[src/design/sal_ram.sv]
// Generic simple dual port RAM with registered read.
module sal_ram #(
    parameter int W = 8,
    parameter int D = 128
) (
    input  logic                 i_clk,
    input  logic                 i_we,
    input  logic [$clog2(D)-1:0] i_waddr,
    input  logic [W-1:0]         i_wdata,
    input  logic [$clog2(D)-1:0] i_raddr,
    output logic [W-1:0]         o_rdata
);

    logic [W-1:0] r_mem [D];
    logic [W-1:0] r_rdata;

    always_ff @(posedge i_clk) begin
        if (i_we) begin
            r_mem[i_waddr] <= i_wdata;
        end
        r_rdata <= r_mem[i_raddr];
    end

    assign o_rdata = r_rdata;

endmodule

[config.mk]
export PLATFORM = sky130hd
export DESIGN_NAME = sal_ram
export DESIGN_NICKNAME = d
export VERILOG_FILES = /design/src/design/sal_ram.sv
export SDC_FILE = /design/constraint.sdc
export NUM_CORES = 1
export LEC_CHECK = 0
export ABC_CLOCK_PERIOD_IN_PS = 2900
export BUFFER_PORTS_ARGS = -buffer_cell sky130_fd_sc_hd__clkbuf_2
export CAP_MARGIN = 20
export CORE_MARGIN = 5
export CORE_UTILIZATION = 60
export CTS_BUF_LIST = sky130_fd_sc_hd__clkbuf_4
export DETAILED_ROUTE_END_ITERATION = 12
export PLACE_DENSITY_LB_ADDON = 0.15
export SYNTH_ARGS = -nofsm -noshare
export SYNTH_HDL_FRONTEND = slang
export SYNTH_SLANG_ARGS = --single-unit
[constraint.sdc]
create_clock -name i_clk -period 2.9 [get_ports i_clk]
set_input_delay 0.145 -clock i_clk [delete_from_list [all_inputs] [get_ports i_clk]]
set_output_delay 0.145 -clock i_clk [all_outputs]
set_load 0.01 [all_outputs]
After elaboration in Yosys (flattened, before gate mapping)
Memory sizes are Yosys's and may differ from the RTL's. A register that Yosys moved wholly into a read port is not among the register bits. Index checks and enable logic that the tools add are counted.

Memories: 1. Memory bits (writable): 1024. Register bits after elaboration: 0. Latch bits: 0. Memory bits (read-only): 0. Input port bits: 24.

Div/mod/pow operators: 0. Add/subtract/negate cells: 0. Reduce and logical (&&, ||, !) cells: 0. $lt $le $gt $ge: 0. $mul: 0. Eq/ne operators: 0. Shifts and indexed selects: 0. Bitwise operators: 0. Mux-type cells: 2.

Memory list: r_mem (words 128, bits a word 8, read ports 1, clocked after Yosys merged registers in 1, write ports 1, RTL line 14) `logic [W-1:0] r_mem [D];`.

Operators by type and width (number): $mux 1 (2).

Logic depth before layout (Yosys ltp)
Depth after elaboration: 2. Gate-level depth with buffers: 7. Gate-level depth less buffers: 4.

Worst setup path before layout
OpenSTA, ideal clock, no wires.

Path type: input port to flip-flop. Start point: input i_raddr[0]. End point: register r_rdata[0], in the netlist o_rdata[0], read port of r_mem. Data required time: 2779 ps. Data arrival time: 2528 ps. Library setup time: 121 ps. Slack: 251 ps. Stages on the path: 6. Cell sequence: clkbuf_1 buf_1 mux4_2 mux4_2 mux4_2 mux2_2.

RTL lines: start, declared (RTL line 10) `input logic [$clog2(D)-1:0] i_raddr,`; end, declared (RTL line 15) `logic [W-1:0] r_rdata;`.

==> impl_metrics.toml <==
[status]
status = "finished, final reports clean"

[drt]
wl_per_cell_um = 29.4
postRouteAntennaNets = 0
drc_errors = 0
vias_per_cell = 6.32
routed_wirelength_mm = 90.8
firstDrtPassIters = 5
num_vias = 19567
drt-initial-drc-count = 2314

[worst_setup_path]
cp.arrival_ps = 3360
worstPathRequired_ps = 3800
cp-end-kind = "register"
critPathKind = "register to register"
start_kind = "register"
critical_path.max_fanout = 1

[sta]
clock_skew_ps = 70.2
max_freq_mhz = 408
worst_slew_pin_slew_ps = 1140
finalCriticalPeriod_ps = 2450
setup_tns_ps = 0
finalHoldViolations = 0
slew_violations = 0
post-route-period-util_pct = 84.6
setup_viol = 0
max_slew_margin_pct = 23.7
rsz0062_at_grt = "no"

[placement]
post_dp_cell_area_mm2 = 0.0423
portBuffers = 31
dp_cells = 2630
gp_congestion = 0.835
place.detailed.hpwl_mm = 56.0

[clock_tree]
root_buffer = "clkbuf_4"
cts_tree = "done"
clock_path_buffers = 4
numCtsBuffers = 274
cts_sinks = 1032
clkTransAtPathRegs_ps = 70
ctsHtreeMaxLevel = 5
post_cts_buffers = 0
clk_latency_ps = 1080
cts_resized = 0
cts_hold_buffers = 23

[cells_and_area]
area_growth_pct = 15.4
final_cells = 3094
final_common_cell = "edfxtp_1"
drive_above_1_share_pct = 43.2
nNetsFinal = 2089
final_cell_mix = "1024 x edfxtp_1, 381 x clkbuf_4, 336 x mux4_2, 170 x buf_4, 122 x nor2_1"
stdcell_area_mm2 = 0.0458

[synthesis]
syn_inst = 1635
yosysSeqAreaShare_pct = 77.9
ys_seq_elements = 1032
syn_nets = 1659
synth_cell_types = 17
synth_warnings = 0
synth_area_mm2 = 0.0397
synth.avg_cell_area_um2 = 24.3

[flow_run]
cap_violations = 0

[pwr]
clock_power_share_pct = 39.8
p_comb_share_pct = 5.4
p_total_uw = 30100
p_sw_share_pct = 21.5
switching_power_uw = 6480
leakage_uw = 0.0149
pwr-share-seq_pct = 54.8
ir_drop_v = 0.000499
internal_power_uw = 23600
power_density_mw_per_mm2 = 658

[floorplan]
top_level_ports = 32
die_x_um = 267
core_mm2 = 0.0656
row_count = 94
die_y_um = 267
dieArea_mm2 = 0.0714
initial_core_util_pct = 60.4

[global_route]
overflow = 0
antenna_found_initial = 3
track_usage_pct = 26.4
grt_pass1_vias = 20483
grt_max_degree = 99
grt_pass1_wl_mm = 135

[hold_path]
hold_path_class = "primary input to register"
routing by layer:
layer / routed length [um] / GRT usage [%] / vias up
li1: - / - / 8058
met4: 1420 / 7.17 / 0
met2: 44600 / 40.6 / 1052
met1: 36600 / 39.0 / 10354
met3: 8180 / 6.83 / 103
met5: 0 / 0 / -
final timing paths:
check | start | end | slack (ps) | depth (start not counted)
max reg2reg | r_mem[22][2]$_DFFE_PP_ | o_rdata[2]$_DFF_P_ | 450 | 4
min reg2reg | r_mem[105][4]$_DFFE_PP_ | o_rdata[4]$_DFF_P_ | 1150 | 4
max | r_mem[22][2]$_DFFE_PP_ | o_rdata[2]$_DFF_P_ | 450 | 4
min | i_raddr[4] | o_rdata[6]$_DFF_P_ | 140 | 5
stage by stage:
| step | util (%) | hold WS [ps] | setup slack, ps |
|---|---|---|---|
| after global routing | 69.7 | 77.9 | 408 |
| after detailed placement | 64.5 | 607 | 75.4 |
| after CTS | 69.7 | 31.3 | 447 |
| final | 69.7 | 145 | 447 |
| after floorplan | - | 244 | 251 |
| after global placement | 64.5 | 600 | 84.0 |
power groups by stage:
stage / registers, uW / clock network [uW] / logic [uW]
floorplan: 16800 / 0 / 833
global placement: 16800 / 0 / 1580
detailed placement: 16800 / 0 / 1610
CTS: 16500 / 12300 / 1640
global route: 16500 / 13200 / 1710
finish: 16500 / 12000 / 1630
cells in the mapped netlist:
| library cell | n | area (um2) |
|---|---|---|
| buf_1 | 18 | 67.6 |
| buf_2 | 15 | 75.1 |
| buf_4 | 11 | 82.6 |
| buf_6 | 1 | 11.3 |
| clkbuf_1 | 44 | 165 |
| dfxtp_1 | 8 | 160 |
| edfxtp_1 | 1024 | 30700 |
| mux2_2 | 8 | 90.1 |
| mux4_2 | 336 | 7570 |
| nand2_1 | 14 | 52.6 |
| nand2b_1 | 2 | 12.5 |
| nand3_1 | 12 | 60.1 |
| nand4_1 | 3 | 18.8 |
| nor2_1 | 122 | 458 |
| nor2b_1 | 7 | 43.8 |
| nor3_1 | 9 | 45.0 |
| or3_1 | 1 | 6.26 |
state kept, by name (all words and copies together) (netlist names):
signal,count
o_rdata,8
r_mem,1024
critical path, cell delays in order, from the launching register on:
cell and delay, ps:
edfxtp_1 370, mux4_2 520, mux4_2 580, mux4_2 550
mux2_2 280
cell type report:
class                      instances  area (um2)
antenna                            2        5.00
clock buffer                     381        2860
clock inverter                    58         360
fill                            3976       19900
multi-input combinational        514        8350
sequential                      1032       30900
tap                              864        1080
timing repair buffer             243        2200
cell families (layout without fill, tap and decap cells):
| family | after synthesis | after routing | synth area share (%) |
|---|---|---|---|
| buf+inv | 89 | 682 | 1.01 |
| flops | 1032 | 1032 | 77.9 |
| mux | 344 | 344 | 19.3 |
| other cells | 0 | 2 | 0 |
| simple gates | 170 | 170 | 1.76 |
(Power assumes the default switching activity.)
