==> src/design/sal_pkg.sv <==
// Shared types, constants and helpers for the sorted array linked list.
package sal_pkg;

    localparam int CAPACITY = 128;
    localparam int SLOT_W   = $clog2(CAPACITY);
    localparam int LINK_W   = SLOT_W + 1;
    localparam int CNT_W    = $clog2(CAPACITY + 1);

    localparam logic [LINK_W-1:0] NULL_LINK = {LINK_W{1'b1}};

    typedef enum logic [1:0] {
        OP_INSERT = 2'd0,
        OP_SEARCH = 2'd1,
        OP_DELETE = 2'd2
    } t_op;

    typedef enum logic [1:0] {
        ST_OK   = 2'd0,
        ST_FULL = 2'd1,
        ST_MISS = 2'd2
    } t_status;

    typedef struct packed {
        t_op                opcode;
        logic signed [31:0] code;
        logic [63:0]        name_key;
        logic [7:0]         age;
        logic [7:0]         children;
    } t_in;

    typedef struct packed {
        t_status           status;
        logic [SLOT_W-1:0] slot;
        logic [CNT_W-1:0]  entry_count;
    } t_out;

    typedef struct packed {
        logic [31:0] code;
        logic [63:0] name_key;
        logic [7:0]  age;
        logic [7:0]  children;
    } t_rec;

    typedef enum logic [3:0] {
        S_IDLE,
        S_INS_FREE,
        S_INS_WALK,
        S_INS_LINK,
        S_INS_PREV,
        S_SRCH,
        S_DEL,
        S_DEL_UNLINK,
        S_DEL_FREE,
        S_OUT
    } t_state;

    function automatic logic f_is_slot(input logic [LINK_W-1:0] x);
        return x < LINK_W'(CAPACITY);
    endfunction

endpackage

==> src/design/sal_ram.sv <==
// Generic simple dual port RAM with registered read.
module sal_ram #(
    parameter int W = 8,
    parameter int D = 128
) (
    input  logic                 i_clk,
    input  logic                 i_we,
    input  logic [$clog2(D)-1:0] i_waddr,
    input  logic [W-1:0]         i_wdata,
    input  logic [$clog2(D)-1:0] i_raddr,
    output logic [W-1:0]         o_rdata
);

    logic [W-1:0] r_mem [D];
    logic [W-1:0] r_rdata;

    always_ff @(posedge i_clk) begin
        if (i_we) begin
            r_mem[i_waddr] <= i_wdata;
        end
        r_rdata <= r_mem[i_raddr];
    end

    assign o_rdata = r_rdata;

endmodule

==> src/design/sal_link_store.sv <==
// Link store: link RAM with per-slot written flags that supply the reset chain.
module sal_link_store (
    input  logic                       i_clk,
    input  logic                       i_rst_n,
    input  logic [sal_pkg::SLOT_W-1:0] i_rd_addr,
    input  logic                       i_we,
    input  logic [sal_pkg::SLOT_W-1:0] i_wr_addr,
    input  logic [sal_pkg::LINK_W-1:0] i_wr_data,
    output logic [sal_pkg::LINK_W-1:0] o_rd_data
);

    logic [sal_pkg::CAPACITY-1:0] r_vld;
    logic [sal_pkg::SLOT_W-1:0]   r_rd_addr;
    logic                         r_rd_vld;
    logic [sal_pkg::LINK_W-1:0]   ram_q;

    sal_ram #(
        .W(sal_pkg::LINK_W),
        .D(sal_pkg::CAPACITY)
    ) u_ram (
        .i_clk  (i_clk),
        .i_we   (i_we),
        .i_waddr(i_wr_addr),
        .i_wdata(i_wr_data),
        .i_raddr(i_rd_addr),
        .o_rdata(ram_q)
    );

    always_ff @(posedge i_clk) begin
        if (!i_rst_n) begin
            r_vld    <= '0;
            r_rd_vld <= 1'b0;
        end else begin
            if (i_we) begin
                r_vld[i_wr_addr] <= 1'b1;
            end
            r_rd_vld <= r_vld[i_rd_addr];
        end
        r_rd_addr <= i_rd_addr;
    end

    always_comb begin
        if (r_rd_vld) begin
            o_rd_data = ram_q;
        end else if (r_rd_addr == sal_pkg::SLOT_W'(sal_pkg::CAPACITY - 1)) begin
            o_rd_data = sal_pkg::NULL_LINK;
        end else begin
            o_rd_data = sal_pkg::LINK_W'(r_rd_addr) + sal_pkg::LINK_W'(1);
        end
    end

endmodule

==> config.mk <==
export PLATFORM = sky130hd
export DESIGN_NAME = sal_link_store
export DESIGN_NICKNAME = d
export VERILOG_FILES = /design/src/design/sal_pkg.sv /design/src/design/sal_ram.sv /design/src/design/sal_link_store.sv
export SDC_FILE = /design/constraint.sdc
export NUM_CORES = 1
export LEC_CHECK = 0
export ABC_AREA = 1
export BUFFER_PORTS_ARGS = -buffer_cell sky130_fd_sc_hd__buf_4
export CORE_UTILIZATION = 49
export CTS_CLUSTER_SIZE = 20
export DETAILED_ROUTE_END_ITERATION = 7
export PLACE_DENSITY = 0.63
export SETUP_SLACK_MARGIN = 0.3
export SLEW_MARGIN = 25
export SYNTH_ARGS = -nofsm -noshare
export SYNTH_HDL_FRONTEND = slang
export SYNTH_SLANG_ARGS = --single-unit
==> constraint.sdc <==
create_clock -name i_clk -period 2.25 [get_ports i_clk]
set_input_delay 0.225 -clock i_clk [delete_from_list [all_inputs] [get_ports i_clk]]
set_output_delay 0.225 -clock i_clk [all_outputs]
set_load 0.005 [all_outputs]
=== Word level (Yosys, flattened, before mapping) ===
Memories as Yosys holds them, arrays and structs flattened. A register that Yosys moved wholly into a read port is not among the register bits.
Cells that the tools add are included.
W data, S select, Z words.

* Flip-flop bits (word level): 136
* Bits in latches: 0
* Bits in writable memories: 1024
* ROM bits: 0
* Input port bits: 25
* Output and inout port bits: 8
* Word-level logic and storage cells: 19
* Memories: 1

* $add $sub $neg: 1
* $mul: 0
* Divide/modulo/power cells: 0
* Magnitude comparators: 3
* Eq/ne operators: 1
* Shift operators: 0
* Multiplexer cells: 8
* Bitwise operators: 1
* Reductions and logical operators: 1

{| class="wikitable"
|+ Memory list
! name !! words !! bits a word !! rd ports !! clocked after Yosys merged registers in !! wr ports !! RTL line !! source
|-
| u_ram.r_mem || 128 || 8 || 1 || 1 || 1 || sal_ram.sv:14 || <nowiki>logic [W-1:0] r_mem [D];</nowiki>
|}

{| class="wikitable"
|+ Operators by type and width
! operator !! number
|-
| $or A128 B128 Y128 || 1
|-
| $lt A7 B8 Y1 const B || 2
|-
| $mux W8 || 2
|-
| $add A7 B1 Y8 const B || 1
|-
| $bmux W1 S7 || 1
|-
| $demux W1 S7 || 1
|-
| $eq A7 B7 Y1 const B || 1
|-
| $ge A7 B1 Y1 const B || 1
|-
| $mux W1 || 4
|-
| $logic_and A1 B1 Y1 || 1
|}

=== Logic depth before layout (Yosys ltp) ===
Gate-level depths: netlist of the first run.

* Depth in word-level cells: 5
* Depth in mapped cells: 14

=== By module ===
A second synthesis of the first run with hierarchy kept.

* Cells, all modules: 4364
* Area total of the unflattened synthesis: 47792.1 µm²

{| class="wikitable"
|+ By module, submodules not included
! module !! instances !! cells an instance !! area an instance (µm²) !! seq. area each (µm²)
|-
| sal_ram || 1 || 3575 || 42104.1 || 30909.6
|-
| sal_link_store || 1 || 789 || 5688.0 || 2722.6
|}

=== Worst setup path after synthesis of the first run ===
OpenSTA, ideal clock, no wires.

* Path type: input to register
* From: input port i_wr_addr[2] (netlist bit)
* To: memory u_ram.r_mem[109][0], enable pin
* Setup time: 0.374 ns
* Arrival time: 1.274 ns
* Required time: 1.876 ns
* Setup slack: 0.602 ns
* Cell stages on the path: 7
* Buffers on the path: 1
* Cells stage by stage: inv_1 > nor3_1 > inv_1 > nor2_1 > inv_1 > clkbuf_1 > nor2_1

{| class="wikitable"
|+ RTL lines
! item !! RTL line !! source
|-
| start: declaration || sal_link_store.sv:7 || <nowiki>input logic [sal_pkg::SLOT_W-1:0] i_wr_addr,</nowiki>
|-
| end: declaration || sal_ram.sv:14 ||
|}

No word-level cell before the write port.

=== Worst setup path after layout of the first run ===
* From: register r_rd_addr[0] (netlist bit)
* To: output port o_rd_data[1] (netlist bit)

* Word-level cells in the longest chain between the ends: 3
* Elaborated cells on any way between the ends: 4

{| class="wikitable"
|+ RTL lines
! item !! RTL line !! source
|-
| start: declaration || sal_link_store.sv:13 || <nowiki>logic [sal_pkg::SLOT_W-1:0] r_rd_addr;</nowiki>
|-
| start signal: assignment || sal_link_store.sv:39 || <nowiki>r_rd_addr <= i_rd_addr;</nowiki>
|-
| $add A7 B1 Y8 or $eq A7 B7 Y1 (tied branches) || sal_link_store.sv:48, sal_link_store.sv:45 ||
|-
| $mux W8 * || sal_link_store.sv:45 || <nowiki>end else if (r_rd_addr == sal_pkg::SLOT_W'(sal_pkg::CAPACITY - 1)) begin</nowiki>
|-
| $mux W8 * || sal_link_store.sv:43 || <nowiki>if (r_rd_vld) begin</nowiki>
|-
| end: declaration || sal_link_store.sv:9 || <nowiki>output logic [sal_pkg::LINK_W-1:0] o_rd_data</nowiki>
|}

Every way passes the cells marked *; elsewhere a longest branch is shown, timed or not.

==> results.txt, run 1 <==
- Clock latency on the worst-skew pair, taken at its later pin, is 710 ps.
- Data on the critical path is required at its endpoint by 2030 ps.
* Setup repair after global routing missed its margin: yes
- After filler insertion, the fill cell instance count of the layout stands at 7,877.
- Total power of the final layout: 0.04671 W
- Count of placed standard cells in the final layout, fillers left out: 5,848
* Std cell rows: 113
- Total clock buffers created by CTS: 117
* # setup viols final: 0
* Total overflow reported by the global router: 0
- Starting Density: 49.68%
- The number of antenna diodes in the final layout is 0.
- Cell type of the slowest stage on the worst timing path: dfxtp_4
* Final-layout worst hold slack: 43.08 ps
- Synthesis-stage register bit count: 1,168
* Sequential area share after synthesis: 71.04%
* Vias per cell: 5.674
- Netlist area before placement: 47,340 um^2
* Maximum single-stage delay on the critical path: 380 ps
- Clock tree synthesis selected as its root buffer the cell clkbuf_16.
- Ordered cell list for the critical path: ha_4 > nand3_4 > nor2_4 > buf_6 > a21oi_2 > o21ai_1 > buf_4
- Net count after synthesis: 4,311
- Average detailed-routed wire length per instance: 22.59 um
* TritonCTS clock tree: built
* Relative slew margins: 34.21%
* Largest net degree at the start of global routing: 87
- Lkg Pwr: 19.93 nW
* Switching share of total power: 22.58%
* Number of buffers and inverters on the critical path: 2
- Data arrives at the worst endpoint at 1940 ps.
- Final number of hold-violating endpoints: 0
- Count of antenna-violating nets left after detailed routing: 0
- The clock net in this run drives a total of 1,168 sinks.
* Worst Slack Setup Final: 80.97 ps
- The internal portion of the total power is 0.03616 W.
- Path type of the worst min-delay path: in -> reg
* Total core area: 95,290 um^2
- Final worst-path cycle share: 96.40%
- The critical path is of the reg -> out type.
- For this run, the number of Yosys warnings is 0.
* Achievable clock frequency: 0.4610 GHz
- Number of distinct library cells after synthesis: 24
- Before antenna repair, the detailed router went through 6 iterations.
* Final Wtd Congestion: 0.8656
- For the pin with the worst max-slew slack, the measured transition is 985.7 ps.
* Boundary pin count: 33
- The die is 312.8 um tall.
* Maximum vdd drop: 0.7081 mV
* Post-synthesis to final-layout area growth: 15.80%
- Clock input transition at the sequential cells of the worst setup and hold paths: 60 ps
- For this block, the via count after detailed routing is 33,180.
* Gate power share: 6.7%
- Of the total power, registers draw 50.8%.
* Die ar.: 97,860 um^2
- Summing all non-filler instances in the final layout gives an area of 54,820 um^2.
* Cell family contributing the most delay on the critical path: flip-flops
- The first global-routing pass estimated 197,500 um of wire.
- The multi-input combinational cells in the finished layout cover a total of 11,990 um^2.
* Nature of the critical path startpoint: flip-flop
- Placed wire-length estimate after detailed placement: 81,250 um
- For this run, the post-layout net count is 4,505.
* Power per Cell Area: 852.1 nW/um^2
- Maximum fanout along the worst path: 3
- Seq. cell area: 33,640 um^2
- Max-cap violations: 0
- Run status: completed
- Starting DRT DRC Count: 3,838
- The number of antenna violations at the first check in global routing came to 3.
* Synthesized instance count: 4,285
* Total routing usage reported by global routing: 26.81%
* Worst setup slack before clock tree synthesis: -310.0 ps
- The die is 312.8 um wide.
- The number of pins exceeding their max-slew limit in the final report is 0.
- After detailed routing, the total wire length is 132,100 um.
- The count of buffers added on input and output ports is 32.
- STA classifies the critical path endpoint as a primary output.
- Setup slack on the worst flop-to-flop path: 450 ps
- The clock network is responsible for 42.6% of the overall power.
* Layout cells sized above 1: 11.72%
* Buffer depth of the longest clock path: 3
- Mean instance size in the synthesized netlist: 11.05 um^2
- Vias in the first global route: 31,240
- Clk_skew: 23.62 ps
- The clock period could shrink to 2169 ps.
- DR DRC count: 0
- Number of instances in the placed design: 5,614
- Placed instance area: 50,630 um^2
- CTS built an H-tree with a depth of 3.
* Net switching component of the power: 0.01055 W
power by group through the flow:
stage	Combinational (W)	Sequential [W]	Clock [W]
finish	0.00311	0.0237	0.0199
CTS	0.00307	0.0237	0.0201
detailed placement	0.00304	0.0242	0
global placement	0.00302	0.0242	0
global route	0.00333	0.0237	0.0209
floorplan	0.00160	0.0241	0
worst paths after layout:
path	from	end	cells past startpoint
worst min register to register	r_vld[91]$_SDFFE_PN0P_	r_vld[91]$_SDFFE_PN0P_	2
worst min-delay path	i_wr_data[4]	u_ram.r_mem[96][4]$_DFFE_PP_	1
worst max-delay path	r_rd_addr[0]$_DFF_P_	o_rd_data[1]	7
worst max register to register	u_ram.r_mem[87][7]$_DFFE_PP_	u_ram.o_rdata[7]$_DFF_P_	9
metrics by stage:
step	util [%]	TNS, ps
4_1_cts	57.48	0
3_5_place_dp	53.13	-1316
3_3_place_gp	53.13	-1252
6_report	57.53	0
5_1_grt	57.53	0
2_1_floorplan	-	0
state kept, by name, summed over array words and instances, names as in the netlist:
name           cells
u_ram.o_rdata      8
r_rd_addr          7
r_rd_vld           1
r_vld            128
u_ram.r_mem     1024
cell families (layout without fill, tap and decap cells):
logic type      Yosys count  count (layout)  share of synthesized area [%]
compound gates           26              26                         0.3013
simple gates           2759            2759                          24.78
xor+xnor                  4               4                        0.07402
buf+inv                 327             625                          3.774
flops                  1168            1168                          71.04
fa+ha+maj                 1               1                        0.02643
metal layers:
layer / vias up / GRT usage [%] / share of wire [%] / wire length [um]
met5: - / 0 / 0.0098 / 13
met4: 2 / 7.905 / 2.8 / 3634
met3: 207 / 4.182 / 8.3 / 10990
met2: 1459 / 42.12 / 47 / 61450
met1: 16270 / 38.71 / 42 / 56040
li1: 15250 / - / - / -
cells in the final DEF (no fill, tap or decap), drive strengths merged:
cell type / count
a22oi: 5
clkinv: 32
o21ai: 8
nor3: 9
dlygate4sd3: 9
nand2: 1243
dfxtp: 144
inv: 58
clkinvlp: 3
ha: 1
xnor2: 3
nand3: 1080
clkbuf: 180
a21oi: 13
nor2: 422
buf: 336
bufinv: 7
xor2: 1
and2: 5
edfxtp: 1024
layout make-up:
class	count	area share (%)
multi-input cells	2790	21.87
inverters	57	0.4610
well taps	1265	2.887
flip-flops and latches	1168	61.36
clock inverters	43	0.8353
clock buffers	180	6.439
repair buffers	345	6.144
cell usage after synthesis (all sizes together):
cell type | instances | share of area [%]
clkinv | 1 | 0.0079
nor3 | 9 | 0.095
buf | 226 | 3.0
clkbuf | 44 | 0.35
a22oi | 5 | 0.079
inv | 56 | 0.47
o21ai | 8 | 0.085
a21oi | 13 | 0.14
edfxtp | 1024 | 65
xor2 | 1 | 0.019
nor2 | 422 | 3.3
nand2 | 1243 | 9.9
nand3 | 1080 | 11
and2 | 5 | 0.066
xnor2 | 3 | 0.056
ha | 1 | 0.026
dfxtp | 144 | 6.1
timing repair:
action / CTS / global route
endpoints found under the hold margin: 100 / 0
buffers inserted: 2 / 0
gates resized for setup: 16 / 11
setup endpoints to repair: 8 / 13
hold buffers: 9 / 0
pin swaps: 4 / 5
No activity file was read; power rests on OpenSTA's default activity.
==> run 2, diff against run 1 <==
--- a/config.mk
+++ b/config.mk
@@ -10,6 +10,7 @@
 export CORE_UTILIZATION = 49
 export CTS_CLUSTER_SIZE = 20
 export DETAILED_ROUTE_END_ITERATION = 7
+export HOLD_SLACK_MARGIN = 0.15
 export PLACE_DENSITY = 0.63
 export SETUP_SLACK_MARGIN = 0.3
 export SLEW_MARGIN = 25
==> constraint.sdc (replaced) <==
create_clock -name i_clk -period 2.25 [get_ports i_clk]
set_input_delay 0.45 -clock i_clk [delete_from_list [all_inputs] [get_ports i_clk]]
set_output_delay 0.45 -clock i_clk [all_outputs]
set_load 0.005 [all_outputs]
==> run 2 against run 1 <==
The flow now finishes with violations (setup timing). Highest routed layer unchanged. Critical path type unchanged. Combinational power is 3% higher. Register-to-register slack improved by 30 ps. Final area increased by 0.47%. Largest power group unchanged.
==> results.txt, run 2 (synthesized netlist as in run 1, its figures left out) <==
* Leading cell type in the layout, fill and taps excluded: nand2_1
* Seq. cell area: 33,640 um^2 (unchanged)
* Layout cells sized above 1: 12.63% (+0.91 points)
* Number of antenna violations at the first check in global routing: 3 (unchanged)
- Lkg Pwr: 20.13 nW (+0.99%)
* Required time of the worst setup path: 1800 ps (-230 ps)
* TritonCTS clock tree: built
- The total power draw was 0.04627 W (-0.94%).
- Die ar.: 97,860 um^2 (unchanged)
- The number of fillers in the final layout was 7,821 (-0.71%).
- Total clock buffers created by CTS: 115 (-1.7%)
- Vias after detailed routing: 33,390 (+0.61%)
* Number of slew-limit violations in the final report: 0 (unchanged)
- Number of optimization iterations in the first detailed-route pass: 5 (-1)
- CTS Root Buffer Type: clkbuf_16
* Violated checks: setup timing
- The post-layout minimum cycle time was 2351 ps (+182.3 ps).
- The maximum root-to-sink buffer count came to 3 (unchanged).
- Final nets: 4,556 (+1.1%)
- The top cell types in the final layout, fill and taps aside, are nand2_1 (1,243), nand3_1 (1,074), edfxtp_1 (1,024).
- Clock input transition at the sequential cells of the worst setup and hold paths: 60 ps (about the same)
- The number of design rule violations left after detail routing is 0 (unchanged).
* Total overflow reported by the global router: 0 (unchanged)
- The logic depth of the worst register-to-register path came to 9 (unchanged).
- The post-DP HPWL is 83,910 um (+3.3%).
- Cell type of the slowest stage on the worst timing path: dfxtp_4
* Count of antenna-violating nets left after detailed routing: 0 (unchanged)
* Category of the critical setup timing path: reg -> out
* Std cell rows: 113 (unchanged)
* Die extent in x: 312.8 um (unchanged)
* Average detailed-routed wire length per instance: 22.79 um (+0.86%)
- Power per Cell Area: 840.2 nW/um^2 (-1.4%)
- The max-cap violation count was 0 (unchanged).
- Setup repair after global routing missed its margin: yes
- STA classifies the critical path endpoint as a primary output.
* Final Wtd Congestion: 0.8786 (+1.5%)
- The area growth from synthesis to layout is 16.34%.
* Worst slew pin tran: 899.3 ps (-86.41 ps)
- Deepest level of the CTS H-tree: 3 (unchanged)
- The final number of hold-violating endpoints is 0 (unchanged).
* Count of placed standard cells in the final layout, fillers left out: 5,898 (+0.85%)
* Ordered cell list for the critical path: ha_4 > nand3_4 > nor2_4 > buf_6 > nor2_2 > o21ai_1 > buf_4
* Vias per cell: 5.661 (-0.24%)
* Vias in the first global route: 31,810 (+1.8%)
* Maximum vdd drop: 0.7500 mV (+5.9%)
* Placed instance area: 51,100 um^2 (+0.93%)
- Chip Height: 312.8 um (unchanged)
- The number of endpoints failing setup at the final stage is 8 (+8).
* Final worst-path cycle share: 104.5% (+8.1 points)
* Maximum single-stage delay on the critical path: 370 ps (about the same)
- The largest fanout on the critical path was 4 (+1).
* Wire length of the first global-routing pass: 201,400 um (+2.0%)
- The instance count after placement with tap cells included is 5,672 (+1.0%).
- Total core area: 95,290 um^2 (unchanged)
- Achievable clock frequency: 0.4253 GHz (-7.8%)
- The port buffer count came to 32 (unchanged).
- The tightest min-delay check is of the in -> reg type.
- The cell depth of the worst hold path came to 2 (+1).
- Final WL: 134,400 um (+1.7%)
* Worst Slack Setup Final: -101.3 ps (-182.3 ps)
* Largest net degree at the start of global routing: 100 (+15%)
- The finished layout cell area was 55,080 um^2 (+0.47%).
- The final core area utilization came to 57.80% (+0.27 points).
- The critical path arrival was 1900 ps (-40 ps).
* Boundary pin count: 33 (unchanged)
- Total routing usage reported by global routing: 27.39% (+0.58 points)
- The run finished, with violations left.
* Clk sinks: 1,168 (unchanged)
* Starting Density: 49.68% (unchanged)
* Relative slew margins: 39.82% (+5.6 points)
- The worst setup path is launched from a flip-flop.
* Clk_skew: 32.82 ps (+9.194 ps)
- Number of flip-flops under the largest register name: 1,024 (unchanged)
- The register with the most flip-flops in the final layout is u_ram.r_mem.
- Combined area of the multi-input logic cells: 11,990 um^2 (about the same)
- The insertion delay of the later-clocked pin in the worst-skew pair was 720 ps (about the same).
* Starting DRT DRC Count: 3,893 (+1.4%)
## run 2: cell count changes in the layout (fill, tap and decap cells not counted), moves of 5 or more
cell / before / now
clkinv_1: 10 / 18
nand3_2: 0 / 5
clkinv_2: 16 / 21
nand3_1: 1079 / 1074
dlygate4sd3_1: 9 / 4
buf_4: 272 / 330
clkbuf_8: 28 / 17
## run 2: per-stage QoR
stage | setup TNS [ps] | worst slack (ps) | hold slack [ps]
detailed placement | -1975 | -421.4 | 456.4
global placement | -1945 | -435.6 | 447.4
floorplan | 0 | 377.0 | 440.2
finish | -653.7 | -101.3 | 188.2
global route | -1398 | -203.5 | 176.5
CTS | -904.1 | -146.5 | 167.2
## run 2: per-layer routing
| layer | vias up | GRT usage, % | wire, um |
|---|---|---|---|
| met1 | 16270 | 38.58 | 55860 |
| li1 | 15350 | - | - |
| met3 | 238 | 4.678 | 11300 |
| met4 | 4 | 8.969 | 4113 |
| met5 | - | 0 | 31 |
| met2 | 1523 | 43.40 | 63100 |
## run 2: area by class of cell
class | instances | share of cell area (%)
Sequential cell | 1168 | 61.08
Inverter | 57 | 0.4589
Clock buffer | 165 | 5.952
Multi-Input combinational cell | 2790 | 21.78
Timing Repair Buffer | 398 | 6.861
Antenna cell | 1 | 0.004544
Tap cell | 1265 | 2.874
Clock inverter | 54 | 0.9973
## run 2: repair_timing
| item | CTS | global route |
|---|---|---|
| hold buffers | 4 | 0 |
| endpoints found under the hold margin | 11 | 0 |
| endpoints found under the setup margin | 8 | 10 |
| buffers inserted | 1 | 1 |
| resized for setup | 11 | 11 |
| pin swaps | 5 | 4 |
## run 2: critical path: cells and delay by family, from the launching register on
family	cells	cell delay [ps]
flops	1	370
simple gates	3	260
buf+inv	2	250
compound gates	1	170
fa+ha+maj	1	150
## run 2: worst paths after layout
path / slack [ps] / startpoint / to
max: -100 / r_rd_addr[0]$_DFF_P_ / o_rd_data[6]
min: 190 / i_rd_addr[2] / r_rd_addr[2]$_DFF_P_
max reg2reg: 480 / u_ram.r_mem[25][6]$_DFFE_PP_ / u_ram.o_rdata[6]$_DFF_P_
min reg2reg: 470 / r_vld[62]$_SDFFE_PN0P_ / r_vld[62]$_SDFFE_PN0P_
## run 2: where the power goes
part	internal (W)	switching [W]	total, W
sequential	0.0236	0.0000791	0.0237
combinational	0.000972	0.00223	0.00320
clock	0.0112	0.00810	0.0193
total	0.0359	0.0104	0.0463
